===== config.mk =====
export PLATFORM = sky130hd
export DESIGN_NAME = ihdp_ctrl_flat
export DESIGN_NICKNAME = d
export VERILOG_FILES = /design/src/hw/rtl/ihdp_pkg.sv /design/src/hw/rtl/ihdp_if.sv /design/src/hw/rtl/ihdp_ctrl.sv /design/src/flat_wrapper.sv
export SDC_FILE = /design/constraint.sdc
export NUM_CORES = 1
export LEC_CHECK = 0
export BUFFER_PORTS_ARGS = -buffer_cell sky130_fd_sc_hd__buf_2
export CORE_ASPECT_RATIO = 0.9
export CORE_MARGIN = 3
export CORE_UTILIZATION = 49
export CTS_CLUSTER_SIZE = 28
export DETAILED_ROUTE_END_ITERATION = 12
export GPL_ROUTABILITY_DRIVEN = 1
export MAX_ROUTING_LAYER = met4
export PLACE_DENSITY = 0.76
export SLEW_MARGIN = 20
export SYNTH_ARGS = -nofsm -noshare
export SYNTH_HDL_FRONTEND = slang
export SYNTH_SLANG_ARGS = --single-unit

===== constraint.sdc =====
create_clock -name clk -period 2.6 [get_ports clk]
set_input_delay 0.39 -clock clk [delete_from_list [all_inputs] [get_ports clk]]
set_output_delay 0.39 -clock clk [all_outputs]
set_load 0.01 [all_outputs]

===== src/hw/rtl/ihdp_pkg.sv =====
package ihdp_pkg;

	localparam int STATUS_W = 3;

	typedef enum logic [STATUS_W-1:0] {
		ST_OK         = 3'd0,
		ST_UNKNOWN    = 3'd1,
		ST_BAD_MARKER = 3'd2,
		ST_BAD_PNG    = 3'd3,
		ST_TRUNC      = 3'd4,
		ST_BAD_LEN    = 3'd5
	} status_t;

	localparam logic KIND_JPEG = 1'b0;
	localparam logic KIND_PNG  = 1'b1;

	localparam logic [7:0] JPEG_SOI_0    = 8'hFF;
	localparam logic [7:0] JPEG_SOI_1    = 8'hD8;
	localparam logic [7:0] PNG_SIG_0     = 8'h89;
	localparam logic [7:0] PNG_SIG_1     = 8'h50;
	localparam logic [7:0] MARKER_PREFIX = 8'hFF;

	// SOF markers are FFC0..FFCF, less DHT (FFC4) and JPG (FFC8)
	localparam logic [11:0] SOF_BASE = 12'hFFC;
	localparam logic [3:0]  SOF_DHT  = 4'h4;
	localparam logic [3:0]  SOF_JPG  = 4'h8;

	localparam logic [7:0] CT_TRUECOLOR       = 8'd2;
	localparam logic [7:0] CT_TRUECOLOR_ALPHA = 8'd6;

	typedef logic [4:0] fidx_t;

	localparam fidx_t JM_PREFIX_CHECK = 5'd1;
	localparam fidx_t JM_LEN_LO       = 5'd3;
	localparam fidx_t SOF_PREC        = 5'd0;
	localparam fidx_t SOF_H_HI        = 5'd1;
	localparam fidx_t SOF_H_LO        = 5'd2;
	localparam fidx_t SOF_W_HI        = 5'd3;
	localparam fidx_t SOF_W_LO        = 5'd4;
	localparam fidx_t PNG_SIG_FIRST   = 5'd2;
	localparam fidx_t PNG_SIG_LAST    = 5'd7;
	localparam fidx_t PNG_W_FIRST     = 5'd16;
	localparam fidx_t PNG_W_LAST      = 5'd19;
	localparam fidx_t PNG_H_FIRST     = 5'd20;
	localparam fidx_t PNG_H_LAST      = 5'd23;
	localparam fidx_t PNG_DEPTH       = 5'd24;
	localparam fidx_t PNG_CTYPE       = 5'd25;

	function automatic logic [7:0] png_sig_tail(input logic [2:0] idx);
		logic [7:0] b;
		case (idx)
			3'd0: b = 8'h4E;
			3'd1: b = 8'h47;
			3'd2: b = 8'h0D;
			3'd3: b = 8'h0A;
			3'd4: b = 8'h1A;
			3'd5: b = 8'h0A;
			default: b = 8'h00;
		endcase
		return b;
	endfunction

	typedef struct packed {
		logic       shift_en;
		logic       skip_load;
		logic       skip_dec;
		logic       cap_depth;
		logic       cap_h16;
		logic       cap_w16;
		logic       cap_h32;
		logic       cap_w32;
		logic       bpp_jpeg;
		logic       bpp_png;
		logic       prod_en;
		logic       part_en;
		logic       out_load_ok;
		logic       out_load_err;
		status_t    err_code;
		logic [2:0] sig_sel;
	} cmd_t;

	typedef struct packed {
		logic sig_jpeg;
		logic sig_png;
		logic prev_ff;
		logic is_sof;
		logic len_lt2;
		logic len_eq2;
		logic skip_one;
		logic png_sig_ok;
		logic out_free;
	} stat_t;

endpackage


===== src/hw/rtl/ihdp_if.sv =====
interface ihdp_in_if;
	logic       valid;
	logic       ready;
	logic [7:0] data_byte;
	logic       is_last;

	modport source(output valid, output data_byte, output is_last, input ready);
	modport sink(input valid, input data_byte, input is_last, output ready);
endinterface



===== src/hw/rtl/ihdp_ctrl.sv =====
module ihdp_ctrl (
	input  logic            clk,
	input  logic            arst_n,
	ihdp_in_if.sink         data,
	input  ihdp_pkg::stat_t stat,
	output ihdp_pkg::cmd_t  cmd
);
	import ihdp_pkg::*;

	typedef enum logic [9:0] {
		PH_SIG0  = 10'b00_0000_0001,
		PH_SIG1  = 10'b00_0000_0010,
		PH_JMARK = 10'b00_0000_0100,
		PH_JSKIP = 10'b00_0000_1000,
		PH_JSOF  = 10'b00_0001_0000,
		PH_PNG   = 10'b00_0010_0000,
		PH_DRAIN = 10'b00_0100_0000,
		PH_MUL1  = 10'b00_1000_0000,
		PH_MUL2  = 10'b01_0000_0000,
		PH_MUL3  = 10'b10_0000_0000
	} phase_t;

	phase_t  phase_q, phase_d;
	fidx_t   fidx_q, fidx_d;
	logic    last_q, last_d;
	logic    accept;
	logic    parsing;
	logic    got_ok;
	logic    got_err;
	status_t err_code;
	fidx_t   sig_off;

	assign data.ready = !(phase_q inside {PH_MUL1, PH_MUL2, PH_MUL3}) && stat.out_free;
	assign accept     = data.valid && data.ready;
	assign parsing    = phase_q inside {PH_SIG0, PH_SIG1, PH_JMARK, PH_JSKIP, PH_JSOF, PH_PNG};
	assign sig_off    = fidx_q - PNG_SIG_FIRST;

	always_comb begin
		cmd         = '0;
		cmd.err_code = ST_OK;
		cmd.sig_sel = sig_off[2:0];
		phase_d     = phase_q;
		fidx_d      = fidx_q;
		last_d      = last_q;
		got_ok      = 1'b0;
		got_err     = 1'b0;
		err_code    = ST_TRUNC;

		case (phase_q)
			PH_SIG0: begin
				if (accept) begin
					cmd.shift_en = 1'b1;
					phase_d      = PH_SIG1;
				end
			end
			PH_SIG1: begin
				if (accept) begin
					cmd.shift_en = 1'b1;
					if (stat.sig_jpeg) begin
						phase_d = PH_JMARK;
						fidx_d  = '0;
					end else if (stat.sig_png) begin
						phase_d = PH_PNG;
						fidx_d  = PNG_SIG_FIRST;
					end else begin
						got_err  = 1'b1;
						err_code = ST_UNKNOWN;
					end
				end
			end
			PH_JMARK: begin
				if (accept) begin
					cmd.shift_en = 1'b1;
					fidx_d       = fidx_q + 5'd1;
					if (fidx_q == JM_PREFIX_CHECK) begin
						if (!stat.prev_ff) begin
							got_err  = 1'b1;
							err_code = ST_BAD_MARKER;
						end
					end else if (fidx_q == JM_LEN_LO) begin
						fidx_d = '0;
						if (stat.is_sof) begin
							phase_d = PH_JSOF;
						end else if (stat.len_lt2) begin
							got_err  = 1'b1;
							err_code = ST_BAD_LEN;
						end else begin
							cmd.skip_load = 1'b1;
							// empty payload: next byte opens a new marker
							phase_d       = stat.len_eq2 ? PH_JMARK : PH_JSKIP;
						end
					end
				end
			end
			PH_JSKIP: begin
				if (accept) begin
					cmd.skip_dec = 1'b1;
					if (stat.skip_one) begin
						phase_d = PH_JMARK;
						fidx_d  = '0;
					end
				end
			end
			PH_JSOF: begin
				if (accept) begin
					fidx_d = fidx_q + 5'd1;
					case (fidx_q) inside
						SOF_PREC:           cmd.cap_depth = 1'b1;
						SOF_H_HI, SOF_H_LO: cmd.cap_h16   = 1'b1;
						SOF_W_HI, SOF_W_LO: cmd.cap_w16   = 1'b1;
						default: begin
							cmd.bpp_jpeg = 1'b1;
							got_ok       = 1'b1;
						end
					endcase
				end
			end
			PH_PNG: begin
				if (accept) begin
					fidx_d = fidx_q + 5'd1;
					case (fidx_q) inside
						[PNG_SIG_FIRST:PNG_SIG_LAST]: begin
							if (!stat.png_sig_ok) begin
								got_err  = 1'b1;
								err_code = ST_BAD_PNG;
							end
						end
						[PNG_W_FIRST:PNG_W_LAST]: cmd.cap_w32   = 1'b1;
						[PNG_H_FIRST:PNG_H_LAST]: cmd.cap_h32   = 1'b1;
						PNG_DEPTH:                cmd.cap_depth = 1'b1;
						PNG_CTYPE: begin
							cmd.bpp_png = 1'b1;
							got_ok      = 1'b1;
						end
						default: ;
					endcase
				end
			end
			PH_DRAIN: begin
				// drop bytes until the end of the file
				if (accept && data.is_last) begin
					phase_d = PH_SIG0;
					fidx_d  = '0;
				end
			end
			PH_MUL1: begin
				cmd.prod_en = 1'b1;
				phase_d     = PH_MUL2;
			end
			PH_MUL2: begin
				cmd.part_en = 1'b1;
				phase_d     = PH_MUL3;
			end
			PH_MUL3: begin
				cmd.out_load_ok = 1'b1;
				phase_d         = last_q ? PH_SIG0 : PH_DRAIN;
				fidx_d          = '0;
			end
			default: begin
				phase_d = PH_SIG0;
				fidx_d  = '0;
			end
		endcase

		if (accept && parsing) begin
			if (got_ok) begin
				phase_d = PH_MUL1;
				last_d  = data.is_last;
			end else if (got_err || data.is_last) begin
				cmd.out_load_err = 1'b1;
				cmd.err_code     = got_err ? err_code : ST_TRUNC;
				phase_d          = data.is_last ? PH_SIG0 : PH_DRAIN;
				fidx_d           = '0;
			end
		end
	end

	always_ff @(posedge clk or negedge arst_n) begin
		if (!arst_n) begin
			phase_q <= PH_SIG0;
			fidx_q  <= '0;
			last_q  <= 1'b0;
		end else begin
			phase_q <= phase_d;
			fidx_q  <= fidx_d;
			last_q  <= last_d;
		end
	end

endmodule


===== src/flat_wrapper.sv =====
// flat-port wrapper written by rule: the top's interface ports become plain ports
module ihdp_ctrl_flat import ihdp_pkg::*;
  (clk, arst_n, stat, cmd, data_valid, data_data_byte, data_is_last, data_ready);
  ihdp_in_if data_i ();
  input  logic clk;
  input  logic arst_n;
  input  ihdp_pkg::stat_t stat;
  output ihdp_pkg::cmd_t cmd;
  input wire logic [$bits(data_i.valid)-1:0] data_valid;
  input wire logic [$bits(data_i.data_byte)-1:0] data_data_byte;
  input wire logic [$bits(data_i.is_last)-1:0] data_is_last;
  output wire logic [$bits(data_i.ready)-1:0] data_ready;
  assign data_i.valid = data_valid;
  assign data_i.data_byte = data_data_byte;
  assign data_i.is_last = data_is_last;
  assign data_ready = data_i.ready;
  ihdp_ctrl u_core (.clk(clk), .arst_n(arst_n), .data(data_i), .stat(stat), .cmd(cmd));
endmodule

==> metrics.txt <==
xor and xnor area share after synthesis=2.42%; vias in the first global route=2,068; fin. max-slew vios=0; Synth Area in Simple Gates=40.4%; slowest stage delay, CP=460 ps; die area=4460 µm²; Setup crit end kind=primary output; reg2reg start=u_core.fidx_q[1]; FF+latch count, synth=16; Area Growth Syn to Fin=47.3%; DR pass1 iterations=5; Core Region=3450 µm²; adder-cell share of the synthesized area=5.54%; clock buffer depth=2; skew final=9.18 ps; post-synthesis compound-gate area fraction=22.4%; asr flop ratio synth=100%; Max IR drop VDD=329 µV; CP max-delay cell=dfrtp_2; Filler Cells Inserted=243; setup ws final=-285 ps; outcome=finished, violations left; Skew-Pair Late Insertion Delay=260 ps; RSZ-0062 raised after global routing=true; worst slew pin tran=507 ps; TritonCTS clock tree=yes; max-cap violation count=0; r2r endpoint=u_core.fidx_q[4]; post-placement cell count=330; antenna fix cells=0; pwr dens=393 nW/µm²; Die Ht=63.6 µm; Mapped Cells=236; first-pass GRT wire length=9960 µm; critical path startpoint category=register; Ys Warns=0; cts bufs inserted=3; Max Fclk=347 MHz; DRT iter0 DRCs=384; crit path buf inv count=2; Clk pin slew, worst setup/hold paths=70 ps; prevailing post-synth register cell=dfrtp_1; critical setup path kind=reg2out; die width=70.0 µm; Lkg Pwr=1.15 nW; final wirelength=6990 µm; H-tree Lvls=1; setup TNS=-965 ps; effective utilization at floorplan=52.4%; r2r worst-path depth=9; number of port buffers=33; post-synth cell types=57; largest net degree at the start of global routing=17; endpoints failing hold=0; proportion of synthesized area in mux cells=0%; Tmin final=2880 ps; Critical Path Fanout Max=5; RD Place Congestion=1.00; CTS sink cnt=16; CP Launch Point=u_core.fidx_q[1]; post-DP HPWL=4310 µm; Synth Net Count=265; via/cell ratio=6.54; final setup fails=7; failing checks=negative setup slack; Slew Limit Headroom=65.7%; post-route ant nets=0; total grt overflow=0; period utilization=111%; Clock Tree Root=clkbuf_8; IO Count=42; post-synthesis sequential area ratio=22.2%; crit-path cells=buf_4, ha_1, a221oi_2, o2111ai_2, a31oi_4, or2_1, a21boi_2, buf_2; Rows=20; CP top delay family=compound AO/OA/AOI/OAI gates; Post-synth EDFFs=0; WP data arrival=2490 ps; Post-Syn Area=1810 µm²; DRC Markers=0; initial antenna violation count=0; Hold Crit Class=in2async; Crit path required time=2210 ps; Final Non-Filler Cells=360; main combinational cell family by area after synthesis=simple AND/OR/NAND/NOR gates; syn avg cell area=7.66 µm²; share of layout cells above drive strength 1=45.6%; Layout Nets=346; drt wl/cell=19.4 µm; r2r setup slk=120 ps; GRT Total Usage=28.0%; Vias=2,356
[what timing repair did]
action	in CTS	in global routing
pin swaps	6	12
gates resized for setup	24	24
hold buffers	0	0
setup endpoints to repair	5	11
hold endpoints to repair	0	0
buffers inserted	15	11
[power breakdown]
| group | total [mW] | leakage [nW] | internal (mW) | switching (mW) |
|---|---|---|---|---|
| Clock | 0.206 | 0.0228 | 0.109 | 0.0968 |
| Combinational | 0.559 | 0.923 | 0.255 | 0.303 |
| Sequential | 0.282 | 0.203 | 0.267 | 0.0154 |
[flip-flops by register name, summed over array words and instances (netlist names)]
name,flops
u_core.phase_q,10
u_core.fidx_q,5
u_core.last_q,1
[metrics by stage]
step | util (%) | worst slack [ps] | total power, mW | hold slack (ps) | instance area [µm²]
after floorplan | - | 47.9 | 0.590 | 94.4 | 1820
after global placement | 63.9 | 23.4 | 0.711 | 333 | 2210
after detailed placement | 63.9 | -18.5 | 0.712 | 331 | 2210
after CTS | 71.2 | -171 | 0.964 | 59.6 | 2460
after global routing | 77.1 | -358 | 1.09 | 55.5 | 2660
final | 77.1 | -285 | 1.05 | 37.7 | 2660
[routing by layer]
metal,track usage (%),share of wire [%],vias up
met3,4.94,11,37
met5,-,0,-
met1,37.5,38,1095
met2,44.3,47,176
li1,-,-,1048
met4,6.22,3.5,0
[cells in the mapped netlist, types with 2 or more instances]
master | instances | area share, %
a211oi_1 | 3 | 1.2
nand2b_1 | 6 | 2.1
nand2_1 | 18 | 3.7
nor4_1 | 6 | 2.1
xor2_1 | 4 | 1.9
nor2b_1 | 6 | 2.1
o21ai_0 | 10 | 2.8
and4_1 | 2 | 0.97
a31oi_1 | 6 | 2.1
dfrtp_1 | 15 | 21
buf_4 | 2 | 0.83
ha_1 | 8 | 5.5
nor2_1 | 24 | 5.0
a21oi_1 | 16 | 4.4
nor3_2 | 2 | 1.1
a221oi_1 | 2 | 0.97
a2bb2oi_1 | 2 | 0.97
o211ai_1 | 5 | 2.1
a22oi_1 | 3 | 1.2
nand3_1 | 7 | 1.9
nor4_4 | 2 | 2.4
nand4_1 | 7 | 2.4
or2_1 | 2 | 0.69
nor4b_1 | 11 | 5.3
nor3_1 | 8 | 2.2
nand3b_1 | 3 | 1.2
inv_1 | 9 | 1.9
or4_1 | 3 | 1.2
nor3b_1 | 2 | 0.83
buf_2 | 8 | 2.2
clkbuf_1 | 6 | 1.2
and3_1 | 3 | 1.0
[how the worst max path moves through the flow]
| stage | cells past startpoint | to | slack, ps |
|---|---|---|---|
| global route | 8 | cmd[5] | -360 |
| floorplan | 8 | cmd[5] | 50 |
| detailed placement | 9 | cmd[5] | -20 |
| CTS | 9 | cmd[5] | -170 |
| global placement | 9 | cmd[5] | 20 |
| finish | 8 | cmd[5] | -280 |
[logic make-up (layout without fill, tap and decap cells)]
group	after synthesis	after routing
flops	16	16
compound gates	60	60
xor+xnor	5	5
fa+ha+maj	8	8
buf+inv	27	107
simple gates	120	120
[layout make-up]
cell class | count | area, µm² | area share (%)
multi-input cells | 193 | 1470 | 55.0
repair buffers | 94 | 649 | 24.4
flip-flops and latches | 16 | 410 | 15.4
well taps | 44 | 55.1 | 2.07
clock buffers | 4 | 45.0 | 1.69
inverters | 9 | 38.8 | 1.46
[placed cells by master (no fill, tap or decap), types with 7 or more instances in the layout]
cell	n
dfrtp_1	8
nor2_1	23
a21oi_1	15
buf_2	33
buf_4	55
inv_1	7
nand2_1	18
o21ai_0	10
dfrtp_2	7
nor4b_1	9
nand3_1	7
nand4_1	7
Power figures use the tool's default switching activity.
